`src/trlc_pkg.sv`:
```
package trlc_pkg;

   localparam int CSR_ADDR_W = 3;
   localparam int CSR_DATA_W = 16;

   localparam logic [CSR_ADDR_W-1:0] REG_MAX_FWD_SPEED   = 3'd0;
   localparam logic [CSR_ADDR_W-1:0] REG_MAX_REV_SPEED   = 3'd1;
   localparam logic [CSR_ADDR_W-1:0] REG_MAX_STEER_RIGHT = 3'd2;
   localparam logic [CSR_ADDR_W-1:0] REG_MAX_STEER_LEFT  = 3'd3;
   localparam logic [CSR_ADDR_W-1:0] REG_FWD_STEP        = 3'd4;
   localparam logic [CSR_ADDR_W-1:0] REG_REV_STEP        = 3'd5;
   localparam logic [CSR_ADDR_W-1:0] REG_STEER_RIGHT_STEP = 3'd6;
   localparam logic [CSR_ADDR_W-1:0] REG_STEER_LEFT_STEP = 3'd7;

   localparam logic [15:0] STEER_AT_SPEED = 16'd2000;
   localparam logic [13:0] STEER_MAG_MAX  = 14'd9000;

   localparam int QUEUE_DEPTH = 2;

   typedef struct packed {
      logic [15:0] max_fwd_speed;
      logic [15:0] max_rev_speed;
      logic [13:0] max_steer_right;
      logic [13:0] max_steer_left;
      logic [15:0] fwd_step;
      logic [15:0] rev_step;
      logic [13:0] steer_right_step;
      logic [13:0] steer_left_step;
   } trlc_cfg_type;

   // Classified request: everything the state recurrence needs, pre-scaled.
   typedef struct packed {
      logic        speed_neg;
      logic        steer_right;
      logic [15:0] spd_grow;
      logic [15:0] spd_cap;
      logic [17:0] spd_thr;
      logic [13:0] str_grow;
      logic [13:0] str_cap;
      logic [13:0] str_cap_fast;
   } trlc_item_type;

   // v * mag / 32768, rounded half up; mag is at most 32768 so it fits 16 bits
   function automatic logic [15:0] trlc_scale(input logic [16:0] mag, input logic [15:0] v);
      logic [33:0] prod;
      prod = 34'(mag) * 34'(v) + 34'd16384;
      return prod[30:15];
   endfunction

endpackage

```
`src/trlc_csr.sv`:
```
module trlc_csr (
   input  logic                              clock,
   input  logic                              reset,
   input  logic                              csr_we,
   input  logic [trlc_pkg::CSR_ADDR_W-1:0]   csr_addr,
   input  logic [trlc_pkg::CSR_DATA_W-1:0]   csr_wdata,
   output trlc_pkg::trlc_cfg_type            cfg
);
   import trlc_pkg::*;

   trlc_cfg_type cfg_ff;
   trlc_cfg_type cfg_in;

   always_comb begin
      cfg_in = cfg_ff;
      if (csr_we) begin
         unique case (csr_addr)
            REG_MAX_FWD_SPEED:    cfg_in.max_fwd_speed    = csr_wdata;
            REG_MAX_REV_SPEED:    cfg_in.max_rev_speed    = csr_wdata;
            REG_MAX_STEER_RIGHT:  cfg_in.max_steer_right  = csr_wdata[13:0];
            REG_MAX_STEER_LEFT:   cfg_in.max_steer_left   = csr_wdata[13:0];
            REG_FWD_STEP:         cfg_in.fwd_step         = csr_wdata;
            REG_REV_STEP:         cfg_in.rev_step         = csr_wdata;
            REG_STEER_RIGHT_STEP: cfg_in.steer_right_step = csr_wdata[13:0];
            REG_STEER_LEFT_STEP:  cfg_in.steer_left_step  = csr_wdata[13:0];
            default: ;
         endcase
      end
   end

   always_ff @(posedge clock) begin
      if (reset) begin
         cfg_ff.max_fwd_speed    <= 16'd10000;
         cfg_ff.max_rev_speed    <= 16'd10000;
         cfg_ff.max_steer_right  <= 14'd2500;
         cfg_ff.max_steer_left   <= 14'd2500;
         cfg_ff.fwd_step         <= 16'd20;
         cfg_ff.rev_step         <= 16'd20;
         cfg_ff.steer_right_step <= 14'd2;
         cfg_ff.steer_left_step  <= 14'd2;
      end else begin
         cfg_ff <= cfg_in;
      end
   end

   assign cfg = cfg_ff;

endmodule

```
`src/trlc_front.sv`:
```
module trlc_front (
   input  logic                     clock,
   input  logic                     reset,
   input  trlc_pkg::trlc_cfg_type   cfg,
   input  logic                     req_tvalid,
   output logic                     req_tready,
   input  logic [31:0]              req_tdata,
   input  logic                     q_full,
   output logic                     q_push,
   output trlc_pkg::trlc_item_type  q_push_item
);
   import trlc_pkg::*;

   logic          valid_ff;
   logic          valid_in;
   trlc_item_type item_ff;
   trlc_item_type item_in;

   logic signed [16:0] spd_ext;
   logic signed [16:0] str_ext;
   logic [16:0]        spd_mag;
   logic [16:0]        str_mag;
   logic               fwd;
   logic               right;
   logic [15:0]        str_grow_w;
   logic [15:0]        str_cap_w;
   logic [15:0]        str_fast_w;
   logic               accept;

   assign q_push     = valid_ff && !q_full;
   assign req_tready = !valid_ff || !q_full;
   assign accept     = req_tvalid && req_tready;

   always_comb begin
      spd_ext = 17'(signed'(req_tdata[15:0]));
      str_ext = 17'(signed'(req_tdata[31:16]));
      spd_mag = spd_ext[16] ? 17'(-spd_ext) : 17'(spd_ext);
      str_mag = str_ext[16] ? 17'(-str_ext) : 17'(str_ext);
      // zero stick selects the reverse and left registers
      fwd     = !spd_ext[16] && (spd_ext != 17'sd0);
      right   = !str_ext[16] && (str_ext != 17'sd0);

      str_grow_w = trlc_scale(str_mag,
                              {2'b00, right ? cfg.steer_right_step : cfg.steer_left_step});
      str_cap_w  = trlc_scale(str_mag,
                              {2'b00, right ? cfg.max_steer_right : cfg.max_steer_left});
      str_fast_w = trlc_scale(str_mag, STEER_AT_SPEED);

      item_in.speed_neg    = spd_ext[16];
      item_in.steer_right  = right;
      item_in.spd_grow     = trlc_scale(spd_mag, fwd ? cfg.fwd_step : cfg.rev_step);
      item_in.spd_cap      = trlc_scale(spd_mag, fwd ? cfg.max_fwd_speed : cfg.max_rev_speed);
      item_in.spd_thr      = {spd_ext[16] ? cfg.max_rev_speed : cfg.max_fwd_speed, 2'b00};
      item_in.str_grow     = str_grow_w[13:0];
      item_in.str_cap      = str_cap_w[13:0];
      item_in.str_cap_fast = str_fast_w[13:0];

      valid_in = accept || (valid_ff && q_full);
   end

   always_ff @(posedge clock) begin
      if (reset) begin
         valid_ff <= 1'b0;
      end else begin
         valid_ff <= valid_in;
      end
   end

   always_ff @(posedge clock) begin
      if (accept) begin
         item_ff <= item_in;
      end
   end

   assign q_push_item = item_ff;

endmodule

```
`src/trlc_queue.sv`:
```
module trlc_queue (
   input  logic                     clock,
   input  logic                     reset,
   input  logic                     push,
   input  trlc_pkg::trlc_item_type  push_item,
   output logic                     full,
   input  logic                     pop,
   output logic                     valid,
   output trlc_pkg::trlc_item_type  item
);
   import trlc_pkg::*;

   localparam int PTR_W = (QUEUE_DEPTH > 1) ? $clog2(QUEUE_DEPTH) : 1;
   localparam int CNT_W = $clog2(QUEUE_DEPTH + 1);

   trlc_item_type slot_ff [QUEUE_DEPTH];
   logic [PTR_W-1:0] wr_ptr_ff, wr_ptr_in;
   logic [PTR_W-1:0] rd_ptr_ff, rd_ptr_in;
   logic [CNT_W-1:0] count_ff, count_in;

   assign full  = (count_ff == CNT_W'(QUEUE_DEPTH));
   assign valid = (count_ff != '0);
   assign item  = slot_ff[rd_ptr_ff];

   always_comb begin
      wr_ptr_in = wr_ptr_ff;
      rd_ptr_in = rd_ptr_ff;
      count_in  = count_ff;
      if (push) begin
         wr_ptr_in = (wr_ptr_ff == PTR_W'(QUEUE_DEPTH - 1)) ? '0 : PTR_W'(wr_ptr_ff + 1'b1);
      end
      if (pop) begin
         rd_ptr_in = (rd_ptr_ff == PTR_W'(QUEUE_DEPTH - 1)) ? '0 : PTR_W'(rd_ptr_ff + 1'b1);
      end
      if (push && !pop) begin
         count_in = CNT_W'(count_ff + 1'b1);
      end else if (pop && !push) begin
         count_in = CNT_W'(count_ff - 1'b1);
      end
   end

   always_ff @(posedge clock) begin
      if (reset) begin
         wr_ptr_ff <= '0;
         rd_ptr_ff <= '0;
         count_ff  <= '0;
      end else begin
         wr_ptr_ff <= wr_ptr_in;
         rd_ptr_ff <= rd_ptr_in;
         count_ff  <= count_in;
      end
   end

   always_ff @(posedge clock) begin
      if (push) begin
         slot_ff[wr_ptr_ff] <= push_item;
      end
   end

endmodule

```
`src/trlc_back.sv`:
```
module trlc_back (
   input  logic                     clock,
   input  logic                     reset,
   input  logic                     q_valid,
   input  trlc_pkg::trlc_item_type  q_item,
   output logic                     q_pop,
   output logic                     rsp_tvalid,
   input  logic                     rsp_tready,
   output logic [31:0]              rsp_tdata
);
   import trlc_pkg::*;

   logic [15:0] spd_mag_ff, spd_mag_in;
   logic [13:0] str_mag_ff, str_mag_in;
   logic        out_valid_ff, out_valid_in;
   logic [31:0] out_data_ff, out_data_in;

   logic [16:0] spd_sum;
   logic [16:0] spd_min;
   logic [18:0] spd_five;
   logic        at_speed;
   logic [14:0] str_sum;
   logic [13:0] str_cap_sel;
   logic [14:0] str_min;
   logic [16:0] speed_cmd;
   logic [14:0] steer_cmd;

   assign q_pop = q_valid && (!out_valid_ff || rsp_tready);

   always_comb begin
      spd_sum = {1'b0, spd_mag_ff} + {1'b0, q_item.spd_grow};
      // the cap is never above 65535, so the minimum is already in range
      spd_min = (spd_sum < {1'b0, q_item.spd_cap}) ? spd_sum : {1'b0, q_item.spd_cap};
      spd_mag_in = spd_min[15:0];

      spd_five = {1'b0, spd_mag_in, 2'b00} + {3'b000, spd_mag_in};
      at_speed = (spd_mag_in != '0) && (spd_five >= {1'b0, q_item.spd_thr});

      str_sum     = {1'b0, str_mag_ff} + {1'b0, q_item.str_grow};
      str_cap_sel = at_speed ? q_item.str_cap_fast : q_item.str_cap;
      str_min     = (str_sum < {1'b0, str_cap_sel}) ? str_sum : {1'b0, str_cap_sel};
      str_mag_in  = (str_min > {1'b0, STEER_MAG_MAX}) ? STEER_MAG_MAX : str_min[13:0];

      speed_cmd = q_item.speed_neg ? 17'(-{1'b0, spd_mag_in}) : {1'b0, spd_mag_in};
      steer_cmd = q_item.steer_right ? 15'(-{1'b0, str_mag_in}) : {1'b0, str_mag_in};

      out_data_in  = {steer_cmd, speed_cmd};
      out_valid_in = q_pop || (out_valid_ff && !rsp_tready);
   end

   always_ff @(posedge clock) begin
      if (reset) begin
         spd_mag_ff   <= '0;
         str_mag_ff   <= '0;
         out_valid_ff <= 1'b0;
      end else begin
         out_valid_ff <= out_valid_in;
         if (q_pop) begin
            spd_mag_ff <= spd_mag_in;
            str_mag_ff <= str_mag_in;
         end
      end
   end

   always_ff @(posedge clock) begin
      if (q_pop) begin
         out_data_ff <= out_data_in;
      end
   end

   assign rsp_tvalid = out_valid_ff;
   assign rsp_tdata  = out_data_ff;

endmodule

```
`src/teleop_ramp_limited_command.sv`:
```
// Channel   Direction  tdata, lowest bit up                          Sideband
// req_      in         speed_axis[15:0] s16, steer_axis[31:16] s16      none
// rsp_      out        speed_command[16:0] s17, steer_command[31:17] s15 none
// csr_      in         we, addr[2:0], wdata[15:0]; no read-back         none
//
// One request per clock sustained while rsp_tready is high. Requests pass the front
// register and the queue to the output register. The front stage scales each stick by
// its direction's step and cap; the back stage closes the speed and steer ramp on the
// previous magnitudes. A two-entry queue parts the stages; req_tready drops only when
// front and queue are full. Synchronous reset clears the queue, the output valid and
// both ramp states, and loads the registers with their defaults.
module teleop_ramp_limited_command (
   input  logic                                    clock,
   input  logic                                    reset,
   input  logic                                    req_tvalid,
   output logic                                    req_tready,
   input  logic [31:0]                             req_tdata,   // speed_axis, steer_axis
   output logic                                    rsp_tvalid,
   input  logic                                    rsp_tready,
   output logic [31:0]                             rsp_tdata,   // speed_command, steer_command
   input  logic                                    csr_we,
   input  logic [trlc_pkg::CSR_ADDR_W-1:0]         csr_addr,
   input  logic [trlc_pkg::CSR_DATA_W-1:0]         csr_wdata
);
   import trlc_pkg::*;

   trlc_cfg_type  cfg;
   trlc_item_type push_item;
   trlc_item_type head_item;
   logic          q_full;
   logic          q_push;
   logic          q_valid;
   logic          q_pop;

   trlc_csr u_csr (
      .clock     (clock),
      .reset     (reset),
      .csr_we    (csr_we),
      .csr_addr  (csr_addr),
      .csr_wdata (csr_wdata),
      .cfg       (cfg)
   );

   trlc_front u_front (
      .clock       (clock),
      .reset       (reset),
      .cfg         (cfg),
      .req_tvalid  (req_tvalid),
      .req_tready  (req_tready),
      .req_tdata   (req_tdata),
      .q_full      (q_full),
      .q_push      (q_push),
      .q_push_item (push_item)
   );

   trlc_queue u_queue (
      .clock     (clock),
      .reset     (reset),
      .push      (q_push),
      .push_item (push_item),
      .full      (q_full),
      .pop       (q_pop),
      .valid     (q_valid),
      .item      (head_item)
   );

   trlc_back u_back (
      .clock      (clock),
      .reset      (reset),
      .q_valid    (q_valid),
      .q_item     (head_item),
      .q_pop      (q_pop),
      .rsp_tvalid (rsp_tvalid),
      .rsp_tready (rsp_tready),
      .rsp_tdata  (rsp_tdata)
   );

endmodule

```
`config.mk`:
```
export PLATFORM = sky130hd
export DESIGN_NAME = teleop_ramp_limited_command
export DESIGN_NICKNAME = d
export VERILOG_FILES = /design/src/trlc_pkg.sv /design/src/trlc_csr.sv /design/src/trlc_front.sv /design/src/trlc_queue.sv /design/src/trlc_back.sv /design/src/teleop_ramp_limited_command.sv
export SDC_FILE = /design/constraint.sdc
export NUM_CORES = 2
export LEC_CHECK = 0
export ABC_AREA = 1
export BUFFER_PORTS_ARGS = -buffer_cell sky130_fd_sc_hd__buf_2
export CORE_MARGIN = 3
export CORE_UTILIZATION = 70
export DETAILED_ROUTE_END_ITERATION = 10
export GPL_TIMING_DRIVEN = 0
export PLACE_DENSITY = 0.92
export SYNTH_ARGS = -nofsm -noshare
export SYNTH_HDL_FRONTEND = slang
export SYNTH_HIERARCHICAL = 1
export SYNTH_SLANG_ARGS = --single-unit
```
`constraint.sdc`:
```
create_clock -name clock -period 24.4 [get_ports clock]
set_input_delay 2.44 -clock clock [delete_from_list [all_inputs] [get_ports clock]]
set_output_delay 2.44 -clock clock [all_outputs]
set_load 0.1 [all_outputs]
```
# Yosys cells after proc, flatten, opt, wreduce, memory -nomap -nowiden
# Memories as Yosys holds them, arrays and structs flattened. A register that Yosys moved wholly into a read port is not among the register bits.
# Cells that the tools add are included.
# totals
latch_bits,0
output_inout_bits,34
ff_bits,280
elab_cells,117
memories,1
mem_bits_rw,184
rom_bits,0
# op_classes
reduce_logical,36
n_bitwise,0
mul,5
n_mux,21
eq_ne,8
shift,0
div,0
n_addsub,16
magnitude_cmp,4
# mem_list
name,depth,width,read_ports,rd_ports_with_merged_regs,write_ports,line,text
u_queue.slot_ff,2,92,1,1,1,trlc_queue.sv:16,trlc_item_type slot_ff [QUEUE_DEPTH];
# ops
op,count
$mux W16,5
$mux W14,5
$add A31 B15 Y31 const B,2
$mul A17 B16 Y31,2
$add A29 B15 Y29 const B,2
$mul A17 B14 Y29,2
$neg A16 Y17,3
$mux W17,2
$reduce_bool A17 Y1,2
$add A28 B15 Y29 const B,1
$mul A17 B7 Y24 const B,1
$add A18 B16 Y19,1
$ge A19 B18 Y1,1
$add A16 B16 Y17,1
$lt A17 B16 Y1,1
$reduce_and A2 Y1,8
$reduce_bool A16 Y1,1
$add A14 B14 Y15,1
$gt A15 B14 Y1 const B,1
$lt A15 B14 Y1,1
$mux W15,1
$neg A14 Y15,1
$eq A3 B3 Y1 const B,4
$logic_and A1 B1 Y1,10
other kinds (12),31

# Longest topological paths before layout
# depth
ltp_word,13
mapped_depth,79
mapped_depth_nobuf,74

# By module
# The synthesis kept the hierarchy.
# modules_own_cells
module,n_inst,area_each_um2,cells_each,seq_area_each_um2
trlc_front,1,41602.4,5267,2782.7
trlc_queue,1,7020.5,325,5745.5
trlc_back,1,6827.8,971,1581.5
trlc_csr,1,4647.0,657,2402.3

# Least setup slack after synthesis
# Ideal clock, no wire load.
# synth_path
kind,flip-flop to flip-flop
from,reg (tool-made name)
to,"reg u_back.out_data_ff[25], in the netlist u_back/rsp_tdata[25], data pin"
period_less_slack_ps,10056
arrival_time_ps,9806
slack_ps,14344
required_ps,24151
setup_time_ps,249
stages_incl_launch_ff,73
path_cell_list,dfxtp_1 buf_2 mux2_2 ha_1 fa_1 nand3_1 nand3_2 a21oi_2 o21ai_2 nand2_1 nand2_1 xor2_1 inv_1 ha_1 a21oi_1 nor3_1 nor3_1 nand2_1 (+37 left out) nand3_1 nand2_1 nor2_1 nand2_1 nor2_1 nand2_1 nand3_2 buf_8 buf_6 nand2_1 ha_1 nand3_1 nor2_1 nand3_2 nand2_2 nand3_1 nand2_1 inv_1
# synth_lines
item,line,text
to (signal assigned),trlc_back.sv:67,out_data_ff <= out_data_in;
to (decl),trlc_back.sv:16,"logic [31:0] out_data_ff, out_data_in;"

==> run_results.csv <==
group,metric,value,unit
timing,slew_viol_final,0,
yosys,yosys_warnings,6,
place,gp_congestion,1.032,
global_route,grt_pass1_wl,283800,um
run_status,outcome,"finished, final reports clean",
cells_and_area,layout-drive-gt1-share,8.217,%
yosys,synth_top_area_share,27.51,%
timing,fin_skew,0.05402,ns
timing,setup_viol,0,
yosys,async_flop_share,0,%
yosys,ys_seq_area_share,20.82,%
global_route,grt_usage,41.23,%
critical_path,slowest_delay,0.73,ns
yosys,synth_area_leaders,"fa_1 28%, edfxtp_1 16%, ha_1 11%",
timing,rsz0062_at_grt,"no",
critical_path,startpoint_type,"flip-flop",
timing,fin_tns_setup,0,ns
cts,path_clk_slew,0.07,ns
cts,cts.sinks,469,
yosys,avgSynthCellArea,8.324,um2
cells_and_area,final_common_cell,"inv_1",
floorplanning,chipHeight,299.0,um
critical_path,path_class,"flip-flop to flip-flop",
timing,max_freq,76.02,MHz
critical_path,worst_ep_required_time,24.77,ns
drt,wl,183000,um
critical_path,end_kind,"flip-flop",
yosys,synth_area,60100,um2
yosys,ys_types,72,
drt,drtIter0Drc,5430,
place,io_buffers,88,
critical_path,critical_path_peak_fanout,10,
floorplanning,die_area,89410,um2
timing,finalCritPeriodShare,53.91,%
cts,cts_tree,"built",
critical_path,crit_top_cell,"nand2_1",
cells_and_area,final_cell_mix,"1560 x inv_1, 1480 x nand2_1, 826 x fa_1",
timing,hold_viol_final,0,
floorplanning,start_util,71.25,%
cts,htreeDepth,2,
yosys,postSynthCellCount,7220,
drt,wl_per_cell,21.27,um
floorplanning,coreArea,84350,um2
global_route,gr-total-overflow,0,
cells_and_area,nNetsFinal,8844,
cts,cts_resized,0,
hold_path,min_path_type,"flip-flop to flip-flop",
drt,drt-pass1-iter-count,6,
critical_path,worstPathArrival,13.53,ns
yosys,synth-main-ff-cell,"edfxtp_1",
yosys,synth-seq-cells,469,
global_route,grt_max_degree,58,
timing,slew-limit-headroom,13.52,%
cts,cts_setup_buffers,0,
global_route,grt_pass1_vias,51970,
cts,clock_latency,0.61,ns
cts,cts_buffers,47,
floorplanning,num_rows,106,
yosys,synth_edf_count,312,
floorplanning,io_pins,90,
cts,cts.root.buffer_cell,"clkbuf_16",
cells_and_area,syn_to_final_growth,6.314,%
floorplanning,chipWidth,299.0,um
timing,min_period,13.15,ns
yosys,synth_top_area_cell,"fa_1",
drt,route.detailed.drc,0,
job,drv_cap,0,
drt,routed_via_density,5.916,
drt,ant_nets,0,
drt,dr_total_vias,50900,
global_route,antenna_found_initial,14,
critical_path,cpMaxStageDelayCell,"nor4_1",
cts,clk_path_buf_depth,3,
place,dpl.hpwl,146500,um
timing,tightest_slew,1.297,ns
cts,hold_buffers,0,
==> critical path: cells and delay by family (launching register included) <==
| kind | cells | cell delay [ns] |
|---|---|---|
| adder cells (fa/ha/maj) | 7 | 2.09 |
| AO/OA/AOI/OAI | 11 | 2.53 |
| AND/OR/NAND/NOR | 39 | 4.78 |
| multiplexers | 2 | 0.79 |
| flip-flops | 1 | 0.43 |
| XOR/XNOR | 2 | 0.52 |
| buffers and inverters | 8 | 1.75 |
==> path summary, 6_finish.rpt <==
check / startpoint / slack, ns / cells past startpoint / to
max: flip-flop / 11.25 / 69 / u_back/rsp_tdata[25]
min: u_front/q_push_item[82] / 0.42 / 0 / u_queue/slot_ff[0][82]
max reg2reg: flip-flop / 11.25 / 69 / u_back/rsp_tdata[25]
min reg2reg: u_front/q_push_item[82] / 0.42 / 0 / u_queue/slot_ff[0][82]
==> routing by layer <==
| metal | global-route usage [%] | vias to the layer above | wire [um] |
|---|---|---|---|
| met5 | 0 | - | 77 |
| met3 | 12.17 | 735 | 24000 |
| met4 | 19.13 | 12 | 10590 |
| li1 | - | 22390 | - |
| met2 | 64.36 | 3332 | 80800 |
| met1 | 53.37 | 24430 | 67560 |
==> cell families after synthesis <==
family                     after synthesis  share of synthesized area, %
muxes                                   98                         1.828
other                                    2                       0.01250
DFF                                    469                         20.82
buffers and inverters                 1824                         11.90
and+or+nand+nor                       2797                         19.47
AOI/OAI and AO/OA                      523                         5.134
adders and majority gates             1364                         38.72
xor gates and xnor gates               143                         2.122
==> Yosys cell counts, types with 5 or more instances <==
cell type / count
o21a_1: 12
nor3_2: 6
o211ai_1: 19
clkbuf_1: 80
o21ai_0: 128
or2_2: 17
o21ai_1: 32
o21bai_1: 15
buf_1: 10
buf_4: 17
a211oi_1: 7
nor2_4: 12
a31oi_1: 33
a21oi_1: 193
inv_2: 44
dfxtp_1: 157
buf_2: 83
buf_6: 16
nand3_2: 15
clkinv_1: 11
inv_1: 1561
or2_0: 7
nor2_1: 800
nand3b_1: 6
xor2_1: 113
mux2_2: 94
and2_1: 5
o31ai_1: 6
ha_1: 538
fa_1: 826
nand4_1: 30
nand2_4: 10
nor3_1: 37
a21o_1: 12
nor2_2: 25
xnor2_1: 27
nand2_2: 42
o21ai_2: 41
nand2_1: 1480
nor4_1: 16
nand3_1: 270
edfxtp_1: 312
==> final cells by class <==
class,instances,area (um2)
multi-input cells,4986,40670
diodes,9,22.52
flip-flops and latches,469,12510
fillers,6082,20460
well taps,1134,1419
clock inverters,28,211.5
plain buffers,207,1077
clock buffers,57,1275
inverters,1617,6080
repair buffers,96,623.1
==> stage by stage <==
step	utilization (%)	hold slack, ns	cell area [um2]	setup WS [ns]	instances
floorplan	-	0.4214	60320	14.34	7279
global placement	73.71	0.4227	62180	12.25	8501
detailed placement	73.96	0.4296	62380	11.84	8509
CTS	75.72	0.4059	63870	11.60	8594
global route	75.72	0.4297	63870	10.41	8595
finish	75.75	0.4155	63890	11.25	8603
==> sequential cells by signal, summed over array words and instances, names as in the netlist, named ones only <==
name	flops
u_back/str_mag_ff	14
u_front/q_push_item	92
u_back/rsp_tvalid	1
u_queue/slot_ff	188
u_back/rsp_tdata	32
u_queue/rd_ptr_ff	1
u_queue/wr_ptr_ff	1
u_back/spd_mag_ff	16
u_queue/count_ff	2
u_csr/cfg	120
u_front/valid_ff	1
Power is left out: the tool's default activity adds up to more than one toggle a clock period on the data nets, which glitch-free logic cannot reach.
